$ cat src/rtl/core/sas_pkg.sv
// Shared types, constants and helpers for the sprite animation sequencer.
// No dependencies; imported by every module of the block.
package sas_pkg;

  localparam int MAX_SUBSEQS = 8;
  localparam int MAX_FRAMES  = 16;
  localparam int TIME_BITS   = 16;

  localparam int SUBSEQ_W     = $clog2(MAX_SUBSEQS);  // subsequence index
  localparam int FRAME_W      = $clog2(MAX_FRAMES);   // frame index
  localparam int FCNT_W       = FRAME_W + 1;          // frame count, 1..MAX_FRAMES
  localparam int SCNT_W       = 4;                    // subseq_count register
  localparam int NUM_W        = 8;                    // subseq/frame number fields
  localparam int FADDR_W      = SUBSEQ_W + FRAME_W;
  localparam int FRAME_SLOTS  = MAX_SUBSEQS * MAX_FRAMES;
  localparam int FENTRY_W     = TIME_BITS + 1;        // duration + image bit
  localparam int SENTRY_W     = FCNT_W + 1;           // frame count + looped bit

  localparam logic [TIME_BITS-1:0] TIME_MAX = '1;

  typedef enum logic [2:0] {
    OP_TICK        = 3'd0,
    OP_RESTART     = 3'd1,
    OP_SET_FRAME   = 3'd2,
    OP_SET_SUBSEQ  = 3'd3,
    OP_SET_ELAPSED = 3'd4,
    OP_WR_FRAME    = 3'd5,
    OP_WR_SUBSEQ   = 3'd6
  } op_e;

  // Request to / response from the small modulo unit.
  typedef struct packed {
    logic              start;
    logic [NUM_W-1:0]  dividend;
    logic [SCNT_W-1:0] divisor;
  } mod_req_t;

  typedef struct packed {
    logic                done;
    logic [SUBSEQ_W-1:0] rem;
  } mod_rsp_t;

  function automatic logic [TIME_BITS-1:0] sat_inc(logic [TIME_BITS-1:0] v);
    return (v == TIME_MAX) ? v : v + 1'b1;
  endfunction

  function automatic logic [FCNT_W-1:0] clamp_fcnt(logic [FCNT_W-1:0] c);
    logic [FCNT_W-1:0] r;
    r = c;
    if (c == '0) r = FCNT_W'(1);
    else if (c > FCNT_W'(MAX_FRAMES)) r = FCNT_W'(MAX_FRAMES);
    return r;
  endfunction

  function automatic logic [SCNT_W-1:0] clamp_scnt(logic [SCNT_W-1:0] c);
    logic [SCNT_W-1:0] r;
    r = c;
    if (c == '0) r = SCNT_W'(1);
    else if (c > SCNT_W'(MAX_SUBSEQS)) r = SCNT_W'(MAX_SUBSEQS);
    return r;
  endfunction

endpackage

$ cat src/rtl/core/sas_mod.sv
// Bit-serial restoring modulo: 8-bit dividend by a 1..8 divisor.
// One quotient bit per cycle; depends on sas_pkg.
module sas_mod
  import sas_pkg::*;
(
  input  logic     clk_i,
  input  logic     rst_ni,
  input  mod_req_t req_i,
  output mod_rsp_t rsp_o
);

  localparam int STEP_W = $clog2(NUM_W);

  logic                busy_q, done_q;
  logic [STEP_W-1:0]   step_q;
  logic [NUM_W-1:0]    dvd_q;
  logic [SCNT_W-1:0]   dsr_q;
  logic [SUBSEQ_W-1:0] rem_q, rem_d;
  logic [SUBSEQ_W:0]   trial;

  // remainder stays below the divisor, so one extra bit covers the trial
  assign trial = {rem_q, dvd_q[NUM_W-1]};

  always_comb begin
    if ({1'b0, trial} >= {1'b0, dsr_q}) begin
      rem_d = SUBSEQ_W'(trial - dsr_q);
    end else begin
      rem_d = trial[SUBSEQ_W-1:0];
    end
  end

  always_ff @(posedge clk_i or negedge rst_ni) begin
    if (!rst_ni) begin
      busy_q <= 1'b0;
      done_q <= 1'b0;
      step_q <= '0;
    end else begin
      done_q <= 1'b0;
      if (req_i.start) begin
        busy_q <= 1'b1;
        step_q <= STEP_W'(NUM_W - 1);
      end else if (busy_q) begin
        if (step_q == '0) begin
          busy_q <= 1'b0;
          done_q <= 1'b1;
        end else begin
          step_q <= step_q - 1'b1;
        end
      end
    end
  end

  always_ff @(posedge clk_i) begin
    if (req_i.start) begin
      dvd_q <= req_i.dividend;
      dsr_q <= req_i.divisor;
      rem_q <= '0;
    end else if (busy_q) begin
      dvd_q <= {dvd_q[NUM_W-2:0], 1'b0};
      rem_q <= rem_d;
    end
  end

  assign rsp_o.done = done_q;
  assign rsp_o.rem  = rem_q;

endmodule

$ cat src/rtl/core/sprite_animation_sequencer.sv
// Top level of the sprite animation sequencer: control FSM, frame and
// subsequence table memories, playback state. Depends on sas_pkg, sas_mod.
//
// Usage:
//   Input channel (in_valid_i / in_stall_o) carries one item per operation:
//   tick, restart, set frame, set subsequence, set elapsed, write frame
//   entry, write subsequence entry. Every item yields exactly one result item
//   on the output channel (out_valid_o / out_stall_i) holding the playback
//   state after the operation, plus the done / ignored flags.
//   One item is processed at a time. After the accepting edge the item
//   passes the execute state and then, by operation:
//     tick without frame advance, set elapsed, table writes, unused code,
//       set frame out of range: straight to the result
//     tick with frame advance, set frame, restart: a table read first
//     set subsequence: the bit-serial modulo, then a table read
//     tick that moves to another subsequence: a table read, the modulo,
//       then a second table read. Table memory reads are registered.
//   The next item is taken the cycle after the result is loaded. The
//   result sits in an output register and the next item is taken while it
//   still waits; if the receiver stalls, the block holds the new result in
//   its final state until the output register frees.
//   Write subseq_count (cfg_we_i/cfg_wdata_i) only while idle; not enforced.
//   Reset: playback at subsequence 0, frame 0, frame count 1, counters and
//   duration 0, subseq_count 1. Table memories are not cleared; entries must
//   be written before they are played.
module sprite_animation_sequencer
  import sas_pkg::*;
(
  input  logic                 clk_i,
  input  logic                 rst_ni,
  // configuration
  input  logic                 cfg_we_i,
  input  logic [SCNT_W-1:0]    cfg_wdata_i,
  // input items
  input  logic                 in_valid_i,
  output logic                 in_stall_o,
  input  logic [2:0]           operation_i,
  input  logic                 ignore_loop_i,
  input  logic [NUM_W-1:0]     subseq_number_i,
  input  logic [NUM_W-1:0]     frame_number_i,
  input  logic [TIME_BITS-1:0] elapsed_value_i,
  input  logic [TIME_BITS-1:0] entry_duration_i,
  input  logic                 entry_has_image_i,
  input  logic [FCNT_W-1:0]    entry_frame_count_i,
  input  logic                 entry_looped_i,
  // result items
  output logic                 out_valid_o,
  input  logic                 out_stall_i,
  output logic [FRAME_W-1:0]   frame_index_o,
  output logic [SUBSEQ_W-1:0]  subseq_index_o,
  output logic [TIME_BITS-1:0] frame_time_o,
  output logic [TIME_BITS-1:0] elapsed_frames_o,
  output logic                 sequence_done_o,
  output logic                 request_ignored_o
);

  typedef enum logic [2:0] {
    S_IDLE,
    S_EXEC,
    S_TICK_LD,
    S_MOD,
    S_FRAME_LD,
    S_ENTER_LD,
    S_DONE
  } state_e;

  state_e state_q, state_d;

  // configuration
  logic [SCNT_W-1:0] subseq_count_q;

  // captured item
  op_e                  op_q;
  logic                 ign_q;
  logic [NUM_W-1:0]     sn_q, fn_q;
  logic [TIME_BITS-1:0] ev_q, ed_q;
  logic                 ei_q, el_q;
  logic [FCNT_W-1:0]    ec_q;

  // playback state
  logic [FRAME_W-1:0]   frame_q, frame_d;
  logic [SUBSEQ_W-1:0]  subseq_q, subseq_d;
  logic [FCNT_W-1:0]    fcnt_q, fcnt_d;
  logic [TIME_BITS-1:0] timer_q, timer_d;
  logic [TIME_BITS-1:0] dur_q, dur_d;
  logic [TIME_BITS-1:0] elapsed_q, elapsed_d;
  logic                 done_q, done_d;
  logic                 ignored_q, ignored_d;

  // output register
  logic                 out_valid_q, out_valid_d;
  logic                 out_load;
  logic [FRAME_W-1:0]   out_frame_q;
  logic [SUBSEQ_W-1:0]  out_subseq_q;
  logic [TIME_BITS-1:0] out_timer_q, out_elapsed_q;
  logic                 out_done_q, out_ignored_q;

  // table memories
  logic [FENTRY_W-1:0]  fmem [FRAME_SLOTS];
  logic [SENTRY_W-1:0]  smem [MAX_SUBSEQS];
  logic                 fmem_we, fmem_re, smem_we, smem_re;
  logic [FADDR_W-1:0]   fmem_addr;
  logic [SUBSEQ_W-1:0]  smem_addr;
  logic [FENTRY_W-1:0]  fmem_rdata_q;
  logic [SENTRY_W-1:0]  smem_rdata_q;

  // modulo unit
  mod_req_t mod_req;
  mod_rsp_t mod_rsp;

  logic                 accept;
  logic [TIME_BITS-1:0] timer_inc;
  logic [FCNT_W-1:0]    frame_nxt;
  logic [FRAME_W-1:0]   frame_wrap;

  assign accept     = in_valid_i && (state_q == S_IDLE);
  assign in_stall_o = (state_q != S_IDLE);

  assign timer_inc  = sat_inc(timer_q);
  // frame stays below the frame count, so wrap is a single compare
  assign frame_nxt  = {1'b0, frame_q} + 1'b1;
  assign frame_wrap = (frame_nxt >= fcnt_q) ? '0 : frame_nxt[FRAME_W-1:0];

  sas_mod u_mod (
    .clk_i  (clk_i),
    .rst_ni (rst_ni),
    .req_i  (mod_req),
    .rsp_o  (mod_rsp)
  );

  always_comb begin
    state_d     = state_q;
    frame_d     = frame_q;
    subseq_d    = subseq_q;
    fcnt_d      = fcnt_q;
    timer_d     = timer_q;
    dur_d       = dur_q;
    elapsed_d   = elapsed_q;
    done_d      = done_q;
    ignored_d   = ignored_q;
    out_load    = 1'b0;

    fmem_we     = 1'b0;
    fmem_re     = 1'b0;
    fmem_addr   = {sn_q[SUBSEQ_W-1:0], fn_q[FRAME_W-1:0]};
    smem_we     = 1'b0;
    smem_re     = 1'b0;
    smem_addr   = sn_q[SUBSEQ_W-1:0];

    mod_req.start    = 1'b0;
    mod_req.dividend = sn_q;
    mod_req.divisor  = clamp_scnt(subseq_count_q);

    case (state_q)
      S_IDLE: begin
        if (accept) begin
          done_d    = 1'b0;
          ignored_d = 1'b0;
          state_d   = S_EXEC;
        end
      end

      S_EXEC: begin
        state_d = S_DONE;
        case (op_q)
          OP_TICK: begin
            elapsed_d = sat_inc(elapsed_q);
            timer_d   = timer_inc;
            if (timer_inc >= dur_q) begin
              frame_d   = frame_wrap;
              fmem_re   = 1'b1;
              fmem_addr = {subseq_q, frame_wrap};
              smem_re   = 1'b1;
              smem_addr = subseq_q;
              state_d   = S_TICK_LD;
            end
          end
          OP_RESTART: begin
            subseq_d  = '0;
            elapsed_d = '0;
            frame_d   = '0;
            fmem_re   = 1'b1;
            fmem_addr = '0;
            smem_re   = 1'b1;
            smem_addr = '0;
            state_d   = S_ENTER_LD;
          end
          OP_SET_FRAME: begin
            if ({1'b0, fn_q} >= {(NUM_W + 1 - FCNT_W)'(0), fcnt_q}) begin
              ignored_d = 1'b1;
            end else begin
              frame_d   = fn_q[FRAME_W-1:0];
              fmem_re   = 1'b1;
              fmem_addr = {subseq_q, fn_q[FRAME_W-1:0]};
              state_d   = S_FRAME_LD;
            end
          end
          OP_SET_SUBSEQ: begin
            mod_req.start = 1'b1;
            state_d       = S_MOD;
          end
          OP_SET_ELAPSED: begin
            elapsed_d = ev_q;
          end
          OP_WR_FRAME: begin
            fmem_we = (sn_q < NUM_W'(MAX_SUBSEQS)) && (fn_q < NUM_W'(MAX_FRAMES));
          end
          OP_WR_SUBSEQ: begin
            smem_we = (sn_q < NUM_W'(MAX_SUBSEQS));
          end
          default: ;
        endcase
      end

      // frame entry of the advanced frame, loop flag of the current subsequence
      S_TICK_LD: begin
        if (fmem_rdata_q[0]) begin
          timer_d = '0;
          dur_d   = fmem_rdata_q[FENTRY_W-1:1];
        end
        state_d = S_DONE;
        if (frame_q == '0 && (!smem_rdata_q[0] || ign_q)) begin
          mod_req.start    = 1'b1;
          mod_req.dividend = NUM_W'(subseq_q) + 1'b1;
          state_d          = S_MOD;
        end
      end

      // enter subsequence (mod result) at frame 0
      S_MOD: begin
        if (mod_rsp.done) begin
          if (mod_rsp.rem != subseq_q) elapsed_d = '0;
          if (mod_rsp.rem == '0) begin
            elapsed_d = '0;
            done_d    = 1'b1;
          end
          subseq_d  = mod_rsp.rem;
          frame_d   = '0;
          fmem_re   = 1'b1;
          fmem_addr = {mod_rsp.rem, FRAME_W'(0)};
          smem_re   = 1'b1;
          smem_addr = mod_rsp.rem;
          state_d   = S_ENTER_LD;
        end
      end

      S_FRAME_LD: begin
        if (fmem_rdata_q[0]) begin
          timer_d = '0;
          dur_d   = fmem_rdata_q[FENTRY_W-1:1];
        end
        state_d = S_DONE;
      end

      S_ENTER_LD: begin
        fcnt_d = clamp_fcnt(smem_rdata_q[SENTRY_W-1:1]);
        if (fmem_rdata_q[0]) begin
          timer_d = '0;
          dur_d   = fmem_rdata_q[FENTRY_W-1:1];
        end
        state_d = S_DONE;
      end

      // wait for a free output register
      S_DONE: begin
        if (!out_valid_q || !out_stall_i) begin
          out_load = 1'b1;
          state_d  = S_IDLE;
        end
      end

      default: state_d = S_IDLE;
    endcase

    if (out_load) out_valid_d = 1'b1;
    else if (out_valid_q && !out_stall_i) out_valid_d = 1'b0;
    else out_valid_d = out_valid_q;
  end

  always_ff @(posedge clk_i or negedge rst_ni) begin
    if (!rst_ni) begin
      state_q        <= S_IDLE;
      subseq_count_q <= SCNT_W'(1);
      frame_q        <= '0;
      subseq_q       <= '0;
      fcnt_q         <= FCNT_W'(1);
      timer_q        <= '0;
      dur_q          <= '0;
      elapsed_q      <= '0;
      done_q         <= 1'b0;
      ignored_q      <= 1'b0;
      out_valid_q    <= 1'b0;
    end else begin
      state_q     <= state_d;
      if (cfg_we_i) subseq_count_q <= cfg_wdata_i;
      frame_q     <= frame_d;
      subseq_q    <= subseq_d;
      fcnt_q      <= fcnt_d;
      timer_q     <= timer_d;
      dur_q       <= dur_d;
      elapsed_q   <= elapsed_d;
      done_q      <= done_d;
      ignored_q   <= ignored_d;
      out_valid_q <= out_valid_d;
    end
  end

  // item capture and result payload
  always_ff @(posedge clk_i) begin
    if (accept) begin
      op_q  <= op_e'(operation_i);
      ign_q <= ignore_loop_i;
      sn_q  <= subseq_number_i;
      fn_q  <= frame_number_i;
      ev_q  <= elapsed_value_i;
      ed_q  <= entry_duration_i;
      ei_q  <= entry_has_image_i;
      ec_q  <= entry_frame_count_i;
      el_q  <= entry_looped_i;
    end
    if (out_load) begin
      out_frame_q   <= frame_q;
      out_subseq_q  <= subseq_q;
      out_timer_q   <= timer_q;
      out_elapsed_q <= elapsed_q;
      out_done_q    <= done_q;
      out_ignored_q <= ignored_q;
    end
  end

  // table memories, registered read
  always_ff @(posedge clk_i) begin
    if (fmem_we) fmem[fmem_addr] <= {ed_q, ei_q};
    if (fmem_re) fmem_rdata_q <= fmem[fmem_addr];
  end

  always_ff @(posedge clk_i) begin
    if (smem_we) smem[smem_addr] <= {ec_q, el_q};
    if (smem_re) smem_rdata_q <= smem[smem_addr];
  end

  assign out_valid_o       = out_valid_q;
  assign frame_index_o     = out_frame_q;
  assign subseq_index_o    = out_subseq_q;
  assign frame_time_o      = out_timer_q;
  assign elapsed_frames_o  = out_elapsed_q;
  assign sequence_done_o   = out_done_q;
  assign request_ignored_o = out_ignored_q;

endmodule

$ cat config.mk
export PLATFORM = sky130hd
export DESIGN_NAME = sprite_animation_sequencer
export DESIGN_NICKNAME = d
export VERILOG_FILES = /design/src/rtl/core/sas_pkg.sv /design/src/rtl/core/sas_mod.sv /design/src/rtl/core/sprite_animation_sequencer.sv
export SDC_FILE = /design/constraint.sdc
export NUM_CORES = 2
export LEC_CHECK = 0
export BUFFER_PORTS_ARGS = -buffer_cell sky130_fd_sc_hd__buf_2
export CORE_MARGIN = 10
export CORE_UTILIZATION = 36
export DETAILED_ROUTE_END_ITERATION = 10
export PLACE_DENSITY = 0.51
export SLEW_MARGIN = 20
export SYNTH_ARGS = -nofsm -noshare
export SYNTH_HDL_FRONTEND = slang
export SYNTH_HIERARCHICAL = 1
export SYNTH_SLANG_ARGS = --single-unit
$ cat constraint.sdc
create_clock -name clk_i -period 10.5 [get_ports clk_i]
set_input_delay 1.05 -clock clk_i [delete_from_list [all_inputs] [get_ports clk_i]]
set_output_delay 1.05 -clock clk_i [all_outputs]
set_load 0.01 [all_outputs]
==> out/qor.yml <==
outcome: "finished, final reports clean"
place.detailed.hpwl_um: 159100
die_h_um: 543.0
antenna_violations_before_repair: 23
netlist.top_cell.by_area: "sky130_fd_sc_hd__edfxtp_1"
fin_worst_hold_slack_ns: 0.06429
drive_gt1_share_pct: 13.69
path_cells: "and2_1 -> and4_1 -> nand4_1 -> or3_1 -> nor2b_1 -> nand2_1 -> nor2_1 -> xor2_1 -> ha_1 -> nand2_1 -> or3_1 -> a311oi_4 -> or3_1 -> a311o_2 -> buf_4 -> buf_12 -> mux2i_1 -> mux2i_1 -> a22oi_1 -> a41oi_1 -> or4_1"
grt_start_max_net_pins: 129
critical-path-max-stage-delay_ns: 0.74
start_util_pct: 36.27
finalNetCount: 5941
post_cts.resized_instances: 0
htreeDepth: 5
path_class: "register to register"
rows: 191
synth_enable_flop_cells: 2359
power_dens_cells_nw_per_um2: 226.4
preCtsSetupSlack_ns: 2.312
synth_largest_type_area_fraction_pct: 71.95
finalWorstPathRequiredPeriod_ns: 8.388
cts.reportedPaths.clkPinSlew_ns: 0.06
gr-usage-all-layers_pct: 17.62
timing.setup.tns_ns: 0
clock_insertion_delay_worst_skew_ns: 0.86
vias_per_cell: 5.304
drt_pass1_iterations: 5
cts_buffer_depth: 4
critical_path_required_time_ns: 11.08
synth-adder-area-share_pct: 0.4905
1st_iter_drt_viols: 4694
cts.hold.buffers_added: 0
post_synth.cell_area_avg_um2: 17.76
routed_wire_length_per_instance_um: 27.90
critPathTopFamily: "simple AND/OR/NAND/NOR gates"
synth.top_cells.by_count: "sky130_fd_sc_hd__edfxtp_1 (2,359), sky130_fd_sc_hd__mux2i_1 (1,658), sky130_fd_sc_hd__a22oi_1 (271)"
critical-path-top-cell-by-count: "sky130_fd_sc_hd__or3_1"
cts-root-buf: "sky130_fd_sc_hd__clkbuf_16"
worst-endpoint-arrival_ns: 8.96
hold_class: "primary input to async pin"
die_area_um2: 294800
peakVddDrop_mv: 0.1328
yosys.area_share.xor_xnor_pct: 0.2135
area_delta_synth_final_pct: 14.16
cp-start-kind: "register"
timing.max_cap.violations: 0
total_leakage_power_nw: 39.89
antenna_left: 0
synth_seq_cells: 2437
synth_top_family_by_area: "multiplexers"
cts_tree: "done"
post_synthesis_cell_area_um2: 98460
maxClockFrequency_ghz: 0.1192
ys_async_sr_fraction_pct: 3.078
routabilityCongestion: 0.8101
share_of_the_yosys_chip_area_belonging_to_registers_pct: 73.92
critPathBufInv: 2
final.fill_count: 24070
slew_headroom_pct: 16.30
crit_path_end_kind: "register"
final-setup-viol-count: 0
chipWidth_um: 543.0
buffer_ports.inserted: 110
route.vias.total: 50920
synthesis.instances: 5545
fin_ws_ns: 2.112
timing.critical_path.slowest_stage_cell: "sky130_fd_sc_hd__a311o_2"
synth.area.top_cells: "sky130_fd_sc_hd__edfxtp_1 (72%), sky130_fd_sc_hd__mux2i_1 (17%), sky130_fd_sc_hd__a22oi_1 (2.1%)"
synth_top_flop_cell: "sky130_fd_sc_hd__edfxtp_1"
final_min_period_over_clock_period_pct: 79.89
p_total_mw: 25.45
fraction_of_the_mapped_netlist_area_in_compound_gates_pct: 3.948
drc_errors: 0
crit_path_max_fanout: 60
route.final.wire_length_um: 267900
clock_skew_ns: 0.05090
yosysWarningCount: 6
grt_first_pass_wirelength_um: 380900
core_um2: 271500
syn_nets: 5651
total_clock_buffers_created_by_cts: 275
numClockSinks: 2437
yosysMostFrequentCell: "sky130_fd_sc_hd__edfxtp_1"
io_pins: 111
worst-slew-pin-transition_ns: 1.239
globalRouteOverflowTotal: 0
synth-simple-area-share_pct: 2.308
slew_viol_final: 0
timing.final.hold_violations: 0
rsz0062_at_grt: "false"
synth_cell_types: 72
yosys-mux-area-fraction_pct: 17.27
first_global_vias: 50540
cts.repair_timing.setup_buffer_count: 0
[per-layer routing]
| layer | part of all wire, % | track usage, % | vias to the layer above |
|---|---|---|---|
| met3 | 5.5 | 2.939 | 391 |
| met4 | 2.6 | 4.904 | 6 |
| li1 | - | - | 22610 |
| met5 | 0.015 | 0 | - |
| met1 | 45 | 24.66 | 26540 |
| met2 | 47 | 28.38 | 1375 |
[cells in the final DEF (no fill, tap or decap), drive strengths merged, types with 68 or more instances in the layout]
| cell type | n |
|---|---|
| mux2i | 1658 |
| nor2 | 183 |
| clkinv | 88 |
| clkbuf | 346 |
| nand2 | 99 |
| dfrtp | 73 |
| a41oi | 68 |
| a22oi | 271 |
| buf | 330 |
| edfxtp | 2359 |
[area by class of cell]
type	instances	area [um2]	area share, %
diodes	11	27.53	0.02449
multi-input cells	2748	24370	21.69
inverters	43	161.4	0.1436
repair buffers	330	2409	2.143
clock inverters	116	885.9	0.7881
well taps	3570	4467	3.974
clock buffers	346	7296	6.491
flip-flops and latches	2437	72780	64.75
[power breakdown]
part	internal [mW]	leakage, nW	switching (mW)
clock network	5.18	3.99	3.78
logic	1.71	13.7	3.39
registers	11.2	22.2	0.199
total	18.1	39.9	7.37
[cell families (layout without fill, tap and decap cells)]
logic type | count (synthesis) | count (layout)
compound gates | 518 | 518
xor+xnor | 24 | 24
flops | 2437 | 2437
buf+inv | 360 | 835
simple gates | 474 | 474
other cells | 0 | 11
fa+ha+maj | 38 | 38
mux | 1694 | 1694
[final timing paths]
kind / startpoint / endpoint / slack, ns / cells after the start
max: timer_q[2] / fmem_rdata_q[9] / 2.11 / 21
min: rst_ni / subseq_count_q[1] / 0.06 / 1
max reg2reg: timer_q[2] / fmem_rdata_q[9] / 2.11 / 21
min reg2reg: ignored_q / request_ignored_o / 0.46 / 0
max in group asynchronous: rst_ni / timer_q[8] / 9.29 / 2
min in group clk_i: entry_duration_i[9] / ed_q[9] / 0.37 / 1
[state kept, by name, indices dropped and copies added, names as in the netlist, 4 cells and up]
register	cells
sn_q	8
fn_q	8
frame_time_o	16
frame_index_o	4
ed_q	16
ev_q	16
fcnt_q	5
u_mod/dvd_q	8
ec_q	5
smem	48
timer_q	16
subseq_count_q	4
u_mod/dsr_q	4
dur_q	16
fmem	2176
frame_q	4
smem_rdata_q	6
fmem_rdata_q	17
elapsed_frames_o	16
elapsed_q	16
[stage by stage]
step                      instances  cell area [um2]  util (%)
final                          9601           112400     41.40
after CTS                      9590           112300     41.38
after detailed placement       9128           104200     38.37
after global placement         9128           104000     38.31
after floorplan                5545            98460         -
after global routing           9594           112400     41.39
Power figures use the tool's default switching activity.
